File: src/design/srs_pkg.sv
package srs_pkg;

    localparam int ADDR_BITS    = 48;
    localparam int MAX_SEGMENTS = 64;
    localparam int OFF_W        = ADDR_BITS + 1;
    localparam int PHYS_W       = 56;
    localparam int CNT_W        = 32;
    localparam int CH_W         = 9;
    localparam int IDX_W        = 8;
    localparam int BS_W         = 5;
    localparam int BS_MIN       = 9;
    localparam int BS_MAX       = 30;
    localparam int BS_RESET     = 23;
    localparam int BLK_W        = ADDR_BITS - BS_MIN;
    localparam int SEG_W        = $clog2(MAX_SEGMENTS + 1);
    localparam int CQ_DEPTH     = 4;
    localparam int CQ_PTR_W     = $clog2(CQ_DEPTH);
    localparam int CFG_IDX_W    = 2;

    localparam logic [CFG_IDX_W-1:0] CFG_CHANNELS   = 2'd0;
    localparam logic [CFG_IDX_W-1:0] CFG_CHAN_INDEX = 2'd1;
    localparam logic [CFG_IDX_W-1:0] CFG_BLOCK_LOG2 = 2'd2;

    localparam logic [2:0] REQ_WR_OFF = 3'd0;
    localparam logic [2:0] REQ_RD_OFF = 3'd1;
    localparam logic [2:0] REQ_WR_POS = 3'd2;
    localparam logic [2:0] REQ_RD_POS = 3'd3;
    localparam logic [2:0] REQ_SEEK   = 3'd4;

    localparam logic [1:0] WH_START = 2'd0;
    localparam logic [1:0] WH_CUR   = 2'd1;
    localparam logic [1:0] WH_END   = 2'd2;
    localparam logic [1:0] WH_BAD   = 2'd3;

    localparam logic [1:0] ST_OK        = 2'd0;
    localparam logic [1:0] ST_BAD_WHNC  = 2'd1;
    localparam logic [1:0] ST_RANGE     = 2'd2;
    localparam logic [1:0] ST_TOO_MANY  = 2'd3;

    typedef struct packed {
        logic [CH_W-1:0]  ch;
        logic [IDX_W-1:0] idx;
        logic [BS_W-1:0]  bs;
    } cfg_t;

    typedef struct packed {
        logic                 split;
        logic                 wr;
        logic [1:0]           status;
        logic [ADDR_BITS-1:0] start;
        logic [CNT_W-1:0]     count;
        logic [ADDR_BITS-1:0] fin;
        logic [BLK_W-1:0]     sb;
        logic [SEG_W-1:0]     nseg;
        logic [ADDR_BITS-1:0] pos;
    } cmd_t;

    typedef enum logic [1:0] {
        F_IDLE,
        F_RANGE,
        F_SPAN
    } front_state_t;

    typedef enum logic [2:0] {
        B_IDLE,
        B_SINGLE,
        B_SETUP,
        B_BASE,
        B_EMIT
    } back_state_t;

endpackage

File: src/design/srs_front.sv
module srs_front (
    input  logic                        clk,
    input  logic                        rst_n,
    input  srs_pkg::cfg_t               cfg,
    input  logic                        push,
    input  logic [2:0]                  req_type,
    input  logic signed [srs_pkg::OFF_W-1:0] offset,
    input  logic [srs_pkg::CNT_W-1:0]   byte_count,
    input  logic [1:0]                  whence,
    output logic                        full,
    output logic                        cmd_push,
    output srs_pkg::cmd_t               cmd,
    input  logic                        cmd_full
);
    import srs_pkg::*;

    front_state_t         state_reg, state_next;
    logic [2:0]           type_reg;
    logic [OFF_W-1:0]     off_reg;
    logic [CNT_W-1:0]     count_reg;
    logic [1:0]           whence_reg;
    logic [ADDR_BITS-1:0] pos_reg, pos_next;
    logic [ADDR_BITS-1:0] size_reg;
    logic [ADDR_BITS-1:0] start_reg, start_next;
    logic [ADDR_BITS-1:0] end_reg, end_next;
    logic [ADDR_BITS-1:0] newpos_reg, newpos_next;
    logic [1:0]           status_reg, status_next;

    logic                 neg;
    logic [OFF_W-1:0]     mag;
    logic [ADDR_BITS-1:0] seek_base;
    logic [ADDR_BITS+1:0] seek_sum;
    logic [ADDR_BITS+1:0] seek_diff;
    logic                 is_seek;
    logic                 at_offset;
    logic                 at_pos;
    logic [OFF_W-1:0]     acc_end;

    logic [BLK_W-1:0]     sb;
    logic [BLK_W-1:0]     eb;
    logic [BLK_W-1:0]     span;
    logic                 too_many;
    logic                 one_ch;
    logic [1:0]           status_fin;
    logic                 ok;
    logic                 is_wr;

    // range stage
    always_comb
    begin
        neg       = off_reg[OFF_W-1];
        mag       = neg ? (~off_reg + OFF_W'(1)) : off_reg;
        is_seek   = (type_reg == REQ_SEEK);
        at_offset = (type_reg == REQ_WR_OFF) || (type_reg == REQ_RD_OFF);
        unique case (whence_reg)
            WH_START: seek_base = '0;
            WH_CUR:   seek_base = pos_reg;
            WH_END:   seek_base = size_reg;
            WH_BAD:   seek_base = '0;
        endcase
        seek_sum  = {2'b00, seek_base} + {1'b0, mag};
        seek_diff = {2'b00, seek_base} - {1'b0, mag};
        start_next = at_offset ? mag[ADDR_BITS-1:0] : pos_reg;
        acc_end    = {1'b0, start_next} + OFF_W'(count_reg);
        end_next   = acc_end[ADDR_BITS-1:0];
        newpos_next = neg ? seek_diff[ADDR_BITS-1:0] : seek_sum[ADDR_BITS-1:0];
        if (is_seek)
        begin
            if (whence_reg == WH_BAD)
                status_next = ST_BAD_WHNC;
            else if (neg ? seek_diff[ADDR_BITS+1] : (seek_sum[ADDR_BITS+1:ADDR_BITS] != 2'b00))
                status_next = ST_RANGE;
            else
                status_next = ST_OK;
        end
        else if ((at_offset && neg) || acc_end[ADDR_BITS])
            status_next = ST_RANGE;
        else
            status_next = ST_OK;
    end

    // span stage
    always_comb
    begin
        at_pos   = (type_reg == REQ_WR_POS) || (type_reg == REQ_RD_POS);
        sb       = BLK_W'(start_reg >> cfg.bs);
        eb       = BLK_W'(end_reg >> cfg.bs);
        span     = eb - sb;
        too_many = span > BLK_W'(MAX_SEGMENTS - 1);
        one_ch   = (cfg.ch == CH_W'(1));
        if (status_reg != ST_OK)
            status_fin = status_reg;
        else if (!is_seek && !one_ch && too_many)
            status_fin = ST_TOO_MANY;
        else
            status_fin = ST_OK;
        ok    = (status_fin == ST_OK);
        is_wr = (type_reg == REQ_WR_OFF) || (type_reg == REQ_WR_POS);
        if (!ok)
            pos_next = pos_reg;
        else if (is_seek)
            pos_next = newpos_reg;
        else if (at_pos)
            pos_next = end_reg;
        else
            pos_next = pos_reg;

        cmd.split  = ok && !is_seek && !one_ch;
        cmd.wr     = ok && !is_seek && is_wr;
        cmd.status = status_fin;
        cmd.start  = (ok && !is_seek) ? start_reg : '0;
        cmd.count  = (ok && !is_seek) ? count_reg : '0;
        cmd.fin    = end_reg;
        cmd.sb     = sb;
        cmd.nseg   = SEG_W'(span) + SEG_W'(1);
        cmd.pos    = pos_next;
    end

    always_comb
    begin
        state_next = state_reg;
        unique case (state_reg)
            F_IDLE:
                if (push && req_type <= REQ_SEEK)
                    state_next = F_RANGE;
            F_RANGE:
                state_next = F_SPAN;
            F_SPAN:
                if (!cmd_full)
                    state_next = F_IDLE;
        endcase
    end

    always_comb
    begin
        full     = (state_reg != F_IDLE);
        cmd_push = (state_reg == F_SPAN) && !cmd_full;
    end

    always_ff @(posedge clk or negedge rst_n)
    begin
        if (!rst_n)
        begin
            state_reg <= F_IDLE;
            pos_reg   <= '0;
            size_reg  <= '0;
        end
        else
        begin
            state_reg <= state_next;
            if (cmd_push)
            begin
                pos_reg <= pos_next;
                if (ok && !is_seek && (size_reg < end_reg))
                    size_reg <= end_reg;
            end
        end
    end

    always_ff @(posedge clk)
    begin
        if (state_reg == F_IDLE && push)
        begin
            type_reg   <= req_type;
            off_reg    <= offset;
            count_reg  <= byte_count;
            whence_reg <= whence;
        end
        if (state_reg == F_RANGE)
        begin
            start_reg  <= start_next;
            end_reg    <= end_next;
            newpos_reg <= newpos_next;
            status_reg <= status_next;
        end
    end

endmodule

File: src/design/srs_cmd_fifo.sv
module srs_cmd_fifo (
    input  logic          clk,
    input  logic          rst_n,
    input  logic          push,
    input  srs_pkg::cmd_t din,
    output logic          full,
    input  logic          pop,
    output srs_pkg::cmd_t dout,
    output logic          empty
);
    import srs_pkg::*;

    cmd_t                mem [CQ_DEPTH];
    logic [CQ_PTR_W-1:0] wr_ptr_reg;
    logic [CQ_PTR_W-1:0] rd_ptr_reg;
    logic [CQ_PTR_W:0]   count_reg;

    assign full  = (count_reg == (CQ_PTR_W + 1)'(CQ_DEPTH));
    assign empty = (count_reg == '0);
    assign dout  = mem[rd_ptr_reg];

    always_ff @(posedge clk or negedge rst_n)
    begin
        if (!rst_n)
        begin
            wr_ptr_reg <= '0;
            rd_ptr_reg <= '0;
            count_reg  <= '0;
        end
        else
        begin
            if (push)
                wr_ptr_reg <= wr_ptr_reg + CQ_PTR_W'(1);
            if (pop)
                rd_ptr_reg <= rd_ptr_reg + CQ_PTR_W'(1);
            if (push && !pop)
                count_reg <= count_reg + (CQ_PTR_W + 1)'(1);
            else if (pop && !push)
                count_reg <= count_reg - (CQ_PTR_W + 1)'(1);
        end
    end

    always_ff @(posedge clk)
    begin
        if (push)
            mem[wr_ptr_reg] <= din;
    end

endmodule

File: src/design/srs_back.sv
module srs_back (
    input  logic                            clk,
    input  logic                            rst_n,
    input  srs_pkg::cfg_t                   cfg,
    input  logic                            cmd_empty,
    input  srs_pkg::cmd_t                   cmd_in,
    output logic                            cmd_pop,
    input  logic                            pop,
    output logic                            empty,
    output logic [srs_pkg::PHYS_W-1:0]      phys_offset,
    output logic [srs_pkg::CNT_W-1:0]       seg_len,
    output logic [srs_pkg::CNT_W-1:0]       buf_offset,
    output logic                            is_write,
    output logic                            last,
    output logic [1:0]                      status,
    output logic [srs_pkg::ADDR_BITS-1:0]   position
);
    import srs_pkg::*;

    back_state_t          state_reg, state_next;
    cmd_t                 cmd_reg;
    logic [ADDR_BITS-1:0] prod_reg;
    logic [PHYS_W-1:0]    phys_reg;
    logic [PHYS_W-1:0]    stride_reg;
    logic [CNT_W-1:0]     boff_reg;
    logic [SEG_W-1:0]     cnt_reg;
    logic                 first_reg;
    logic                 out_valid_reg;

    logic                 out_free;
    logic                 load_single;
    logic                 load_seg;
    logic                 seg_last;
    logic [CNT_W-1:0]     bmask;
    logic [CNT_W-1:0]     s_off;
    logic [CNT_W-1:0]     e_off;
    logic [CNT_W-1:0]     len;
    logic [PHYS_W-1:0]    base_blk;

    always_comb
    begin
        bmask    = (CNT_W'(1) << cfg.bs) - CNT_W'(1);
        seg_last = (cnt_reg == SEG_W'(1));
        s_off    = first_reg ? (cmd_reg.start[CNT_W-1:0] & bmask) : '0;
        e_off    = seg_last ? (cmd_reg.fin[CNT_W-1:0] & bmask) : (bmask + CNT_W'(1));
        len      = e_off - s_off;
        base_blk = PHYS_W'(prod_reg) + PHYS_W'(cfg.idx);
    end

    always_comb
    begin
        out_free    = !out_valid_reg || pop;
        cmd_pop     = (state_reg == B_IDLE) && !cmd_empty;
        load_single = (state_reg == B_SINGLE) && out_free;
        load_seg    = (state_reg == B_EMIT) && out_free;
        empty       = !out_valid_reg;
    end

    always_comb
    begin
        state_next = state_reg;
        unique case (state_reg)
            B_IDLE:
                if (!cmd_empty)
                    state_next = cmd_in.split ? B_SETUP : B_SINGLE;
            B_SINGLE:
                if (out_free)
                    state_next = B_IDLE;
            B_SETUP:
                state_next = B_BASE;
            B_BASE:
                state_next = B_EMIT;
            B_EMIT:
                if (out_free && seg_last)
                    state_next = B_IDLE;
        endcase
    end

    always_ff @(posedge clk or negedge rst_n)
    begin
        if (!rst_n)
        begin
            state_reg     <= B_IDLE;
            out_valid_reg <= 1'b0;
        end
        else
        begin
            state_reg <= state_next;
            if (load_single || load_seg)
                out_valid_reg <= 1'b1;
            else if (pop)
                out_valid_reg <= 1'b0;
        end
    end

    always_ff @(posedge clk)
    begin
        if (cmd_pop)
            cmd_reg <= cmd_in;
        if (state_reg == B_SETUP)
            prod_reg <= ADDR_BITS'(cmd_reg.sb) * ADDR_BITS'(cfg.ch);
        if (state_reg == B_BASE)
        begin
            phys_reg   <= base_blk << cfg.bs;
            stride_reg <= PHYS_W'(cfg.ch) << cfg.bs;
            boff_reg   <= '0;
            cnt_reg    <= cmd_reg.nseg;
            first_reg  <= 1'b1;
        end
        if (load_seg)
        begin
            phys_reg  <= phys_reg + stride_reg;
            boff_reg  <= boff_reg + len;
            cnt_reg   <= cnt_reg - SEG_W'(1);
            first_reg <= 1'b0;
        end
        if (load_single)
        begin
            phys_offset <= PHYS_W'(cmd_reg.start);
            seg_len     <= cmd_reg.count;
            buf_offset  <= '0;
            is_write    <= cmd_reg.wr;
            last        <= 1'b1;
            status      <= cmd_reg.status;
            position    <= cmd_reg.pos;
        end
        else if (load_seg)
        begin
            phys_offset <= phys_reg + PHYS_W'(s_off);
            seg_len     <= len;
            buf_offset  <= boff_reg;
            is_write    <= cmd_reg.wr;
            last        <= seg_last;
            status      <= ST_OK;
            position    <= cmd_reg.pos;
        end
    end

    a_emit_count: assert property (@(posedge clk) disable iff (!rst_n)
        (state_reg == B_EMIT) |-> (cnt_reg != '0))
        else $error("segment counter empty while emitting");

    a_last_ends: assert property (@(posedge clk) disable iff (!rst_n)
        (load_seg && seg_last) |=> (state_reg == B_IDLE))
        else $error("generator did not return to idle after last segment");

    a_no_overwrite: assert property (@(posedge clk) disable iff (!rst_n)
        (load_single || load_seg) |-> (!out_valid_reg || pop))
        else $error("result register overwritten before transfer");

endmodule

File: src/design/striped_region_splitter_unit.sv
// channel   direction  handshake              contents
// request   in         push / full            req_type, offset, byte_count, whence
// result    out        empty / pop            phys_offset, seg_len, buf_offset, is_write,
//                                             last, status, position
// config    in         wr_en                  wr_index, wr_data
//
// one request at a time passes capture, range check and span check in the front
// seek, error and single-channel requests: one result, with last set
// split requests: one segment per cycle while the result register is not stalled
// reset clears position, file size, queues and config to defaults; no clearing pass
// a stalled result holds the generator; the command queue lets the front run ahead
module striped_region_splitter_unit (
    input  logic                                clk,
    input  logic                                rst_n,
    input  logic                                push,
    output logic                                full,
    input  logic [2:0]                          req_type,
    input  logic signed [srs_pkg::OFF_W-1:0]    offset,
    input  logic [srs_pkg::CNT_W-1:0]           byte_count,
    input  logic [1:0]                          whence,
    output logic                                empty,
    input  logic                                pop,
    output logic [srs_pkg::PHYS_W-1:0]          phys_offset,
    output logic [srs_pkg::CNT_W-1:0]           seg_len,
    output logic [srs_pkg::CNT_W-1:0]           buf_offset,
    output logic                                is_write,
    output logic                                last,
    output logic [1:0]                          status,
    output logic [srs_pkg::ADDR_BITS-1:0]       position,
    input  logic                                wr_en,
    input  logic [srs_pkg::CFG_IDX_W-1:0]       wr_index,
    input  logic [srs_pkg::CH_W-1:0]            wr_data
);
    import srs_pkg::*;

    logic [CH_W-1:0]  ch_reg;
    logic [IDX_W-1:0] idx_reg;
    logic [BS_W-1:0]  bs_reg;
    cfg_t             cfg;

    logic             cmd_push;
    logic             cmd_pop;
    logic             cmd_full;
    logic             cmd_empty;
    cmd_t             cmd_wr;
    cmd_t             cmd_rd;

    always_ff @(posedge clk or negedge rst_n)
    begin
        if (!rst_n)
        begin
            ch_reg  <= CH_W'(1);
            idx_reg <= '0;
            bs_reg  <= BS_W'(BS_RESET);
        end
        else if (wr_en)
        begin
            unique case (wr_index)
                CFG_CHANNELS:   ch_reg  <= wr_data;
                CFG_CHAN_INDEX: idx_reg <= wr_data[IDX_W-1:0];
                CFG_BLOCK_LOG2: bs_reg  <= wr_data[BS_W-1:0];
                default:        ;
            endcase
        end
    end

    // zero channels acts as one; block size saturates
    always_comb
    begin
        cfg.ch  = (ch_reg == '0) ? CH_W'(1) : ch_reg;
        cfg.idx = idx_reg;
        priority if (bs_reg < BS_W'(BS_MIN))
            cfg.bs = BS_W'(BS_MIN);
        else if (bs_reg > BS_W'(BS_MAX))
            cfg.bs = BS_W'(BS_MAX);
        else
            cfg.bs = bs_reg;
    end

    srs_front u_front (
        .clk        (clk),
        .rst_n      (rst_n),
        .cfg        (cfg),
        .push       (push),
        .req_type   (req_type),
        .offset     (offset),
        .byte_count (byte_count),
        .whence     (whence),
        .full       (full),
        .cmd_push   (cmd_push),
        .cmd        (cmd_wr),
        .cmd_full   (cmd_full)
    );

    srs_cmd_fifo u_cmd_fifo (
        .clk   (clk),
        .rst_n (rst_n),
        .push  (cmd_push),
        .din   (cmd_wr),
        .full  (cmd_full),
        .pop   (cmd_pop),
        .dout  (cmd_rd),
        .empty (cmd_empty)
    );

    srs_back u_back (
        .clk         (clk),
        .rst_n       (rst_n),
        .cfg         (cfg),
        .cmd_empty   (cmd_empty),
        .cmd_in      (cmd_rd),
        .cmd_pop     (cmd_pop),
        .pop         (pop),
        .empty       (empty),
        .phys_offset (phys_offset),
        .seg_len     (seg_len),
        .buf_offset  (buf_offset),
        .is_write    (is_write),
        .last        (last),
        .status      (status),
        .position    (position)
    );

endmodule

File: config.mk
export PLATFORM = sky130hd
export DESIGN_NAME = striped_region_splitter_unit
export DESIGN_NICKNAME = d
export VERILOG_FILES = /design/src/design/srs_pkg.sv /design/src/design/srs_front.sv /design/src/design/srs_cmd_fifo.sv /design/src/design/srs_back.sv /design/src/design/striped_region_splitter_unit.sv
export SDC_FILE = /design/constraint.sdc
export NUM_CORES = 2
export LEC_CHECK = 0
export BUFFER_PORTS_ARGS = -buffer_cell sky130_fd_sc_hd__buf_2
export CORE_ASPECT_RATIO = 0.7
export CORE_MARGIN = 5
export CORE_UTILIZATION = 60
export DETAILED_ROUTE_END_ITERATION = 7
export PLACE_DENSITY = 0.79
export SLEW_MARGIN = 40
export SYNTH_ARGS = -nofsm -noshare
export SYNTH_HDL_FRONTEND = slang
export SYNTH_SLANG_ARGS = --single-unit
File: constraint.sdc
create_clock -name clk -period 53.7 [get_ports clk]
set_clock_uncertainty 0.1 [all_clocks]
set_input_delay 10.74 -clock clk [delete_from_list [all_inputs] [get_ports clk]]
set_output_delay 10.74 -clock clk [all_outputs]
set_load 0.005 [all_outputs]
==> flow_summary.ini <==
[die]
dieArea_mm2 = 0.180
rows = 127
boundaryPins = 276
start_util_pct = 60.2
core_area_mm2 = 0.171
die_h_um = 356
die_width_um = 505

[worst_setup_path]
cpMostUsedCell = buf_4
arrival_ns = 13.16
crit_buf_inv = 5
crit_cells = 8
critPathSlowestCell = buf_4
startpoint = pop
cp_cell_sequence = buf_2 > nor2_1 > nor3_2 > buf_4 > nor2_4 > buf_4 > inv_8 > buf_4
crit_required_ns = 54.04
critPathMaxStageDelay_ns = 0.62
start_kind = primary input
critPathTopFamily = buffers and inverters
endpoint = u_back.is_write$_DFFE_PP_
reg2regPathDepth = 26
crit_type = primary input to flop
worstPathMaxFanout = 87
r2r-end = u_cmd_fifo.mem[1][224]$_DFFE_PP_
r2r_slack_ns = 43.39
worstReg2RegStart = bs_reg[3]$_DFFE_PN0P_
end_kind = flop

[clocking]
post_cts_buffers = 0
cts_tree = yes
cts_resized = 0
clkLatencyLatePin_ns = 0.84
root_buffer = clkbuf_16
clock_sinks = 1763
clockBufferDepth = 3
h-tree-depth = 4
cts_made_buffers = 168
path_clk_slew_ns = 0.06
hold_buffers = 0

[global_route]
grt.overflow.total = 0
grt_max_degree = 139
antenna_found_initial = 28
grt_pass1_vias = 71360
grt_usage_pct = 34.0
grt_pass1_wl_um = 461000

[synth]
syn_area_mm2 = 0.103
ys_top_cells_by_count = edfxtp_1, nand2_1, inv_1
yosys.area.top_type = edfxtp_1
synth.most_common_cell = edfxtp_1
synth_top_area_share_pct = 46.5
synth_edf_count = 1590
synth_ff_type = edfxtp_1
ys.warnings.count = 0
synth_area_leaders = edfxtp_1, ha_1, fa_1
synthCells = 8912
yosys.cell_types.count = 99
synth_area_per_cell_um2 = 11.5
yosysSeqAreaShare_pct = 50.5
ys_async_sr_fraction_pct = 7.43
synth-seq-cells = 1763

[final_layout]
largest_reg_flops = 836
syn2layout_area_growth_pct = 9.41
nNetsFinal = 9810
drive_gt1_share_pct = 11.9

[detailed_routing]
viasPerCell = 6.65
drtPass1Iterations = 8
ant_nets = 0
drt_wl_total_um = 311000
drt-initial-drc-count = 10825
via_count = 75824
route.detailed.drc = 13
routedWlPerCell_um = 27.3

[outcome]
status = complete, but fails checks
violations = design-rule violations

[timing]
relSlewSlack_pct = 37.2
hold_violations = 0
min_period_ns = 12.82
rsz0062_at_grt = false
max_freq_mhz = 78.0
finalSetupViolations = 0
min_period_over_period_pct = 23.9
tns_ns = 0
tightestPinTransition_ns = 0.932
drv_slew = 0

[placement]
gp_congestion = 0.985
io_buffer_count = 275
hpwlAfterDp_um = 222000

[run]
drv_cap = 0

[hold_path]
hold_path.class = flop to flop
==> through the flow <==
stage | cells | utilization [%] | setup slack [ns] | instance area, um^2 | hold slack, ns
detailed placement | 11078 | 62.3 | 40.00 | 106000 | 0.305
finish | 11408 | 65.8 | 40.88 | 112000 | 0.317
CTS | 11391 | 65.7 | 40.89 | 112000 | 0.319
global placement | 11072 | 62.2 | 39.57 | 106000 | 0.305
floorplan | 8925 | - | 30.91 | 103000 | 0.300
global route | 11399 | 65.8 | 40.74 | 112000 | 0.322
==> cells in the final DEF, fill, tap and decap left out, drive strengths merged, types with 64 or more instances in the layout <==
cell type / instances
edfxtp: 1590
nand2: 961
inv: 721
nor2: 537
a21oi: 522
ha: 442
o21ai: 424
buf: 380
fa: 270
xnor2: 222
mux4: 220
clkbuf: 191
xor2: 164
mux2i: 164
and2: 159
nand3: 145
nor3: 138
a21o: 134
dfrtp: 126
o32a: 99
mux2: 91
a22o: 85
a211oi: 77
o21a: 76
clkinv: 76
nand4: 71
o211ai: 68
nand2b: 64
==> area by class of cell <==
| type | instances | area, um^2 |
|---|---|---|
| diodes | 12 | 30.0 |
| clock buffers | 191 | 4370 |
| clock inverters | 122 | 1470 |
| fillers | 12113 | 58300 |
| inverters | 709 | 2670 |
| multi-input cells | 5974 | 46700 |
| flip-flops and latches | 1763 | 51900 |
| well taps | 2257 | 2820 |
| repair buffers | 380 | 2420 |
==> logic make-up (layout without fill, tap and decap cells) <==
group / Yosys count / count (layout) / share of synthesized area, %
flops: 1763 / 1763 / 50.5
other cells: 2 / 27 / 0.00731
fa+ha+maj: 712 / 712 / 10.6
xor+xnor: 386 / 386 / 3.29
compound gates: 2002 / 2002 / 13.0
mux: 475 / 475 / 7.49
buf+inv: 1188 / 1402 / 4.38
simple gates: 2384 / 2384 / 10.7
==> routing by layer <==
metal,global-route usage [%],routed length [um],vias to the layer above
met3,8.69,41700,680
met5,0,101,-
met4,9.43,9730,16
met2,49.4,133000,5207
li1,-,-,32808
met1,51.1,127000,37113
==> how the worst min path moves through the flow <==
stage | start | endpoint | slack [ns] | depth (start not counted)
floorplan | u_back.cmd_reg[224]$_DFFE_PP_ | u_back.is_write$_DFFE_PP_ | 0.30 | 0
global placement | u_back.cmd_reg[1]$_DFFE_PP_ | u_back.position[1]$_DFFE_PP_ | 0.31 | 0
detailed placement | u_back.cmd_reg[2]$_DFFE_PP_ | u_back.position[2]$_DFFE_PP_ | 0.30 | 0
CTS | u_back.cmd_reg[2]$_DFFE_PP_ | u_back.position[2]$_DFFE_PP_ | 0.32 | 0
global route | u_back.cmd_reg[14]$_DFFE_PP_ | u_back.position[14]$_DFFE_PP_ | 0.32 | 0
finish | u_back.cmd_reg[14]$_DFFE_PP_ | u_back.position[14]$_DFFE_PP_ | 0.32 | 0
Power is left out: the tool's default activity adds up to more than one toggle a clock period on the data nets, which glitch-free logic cannot reach.
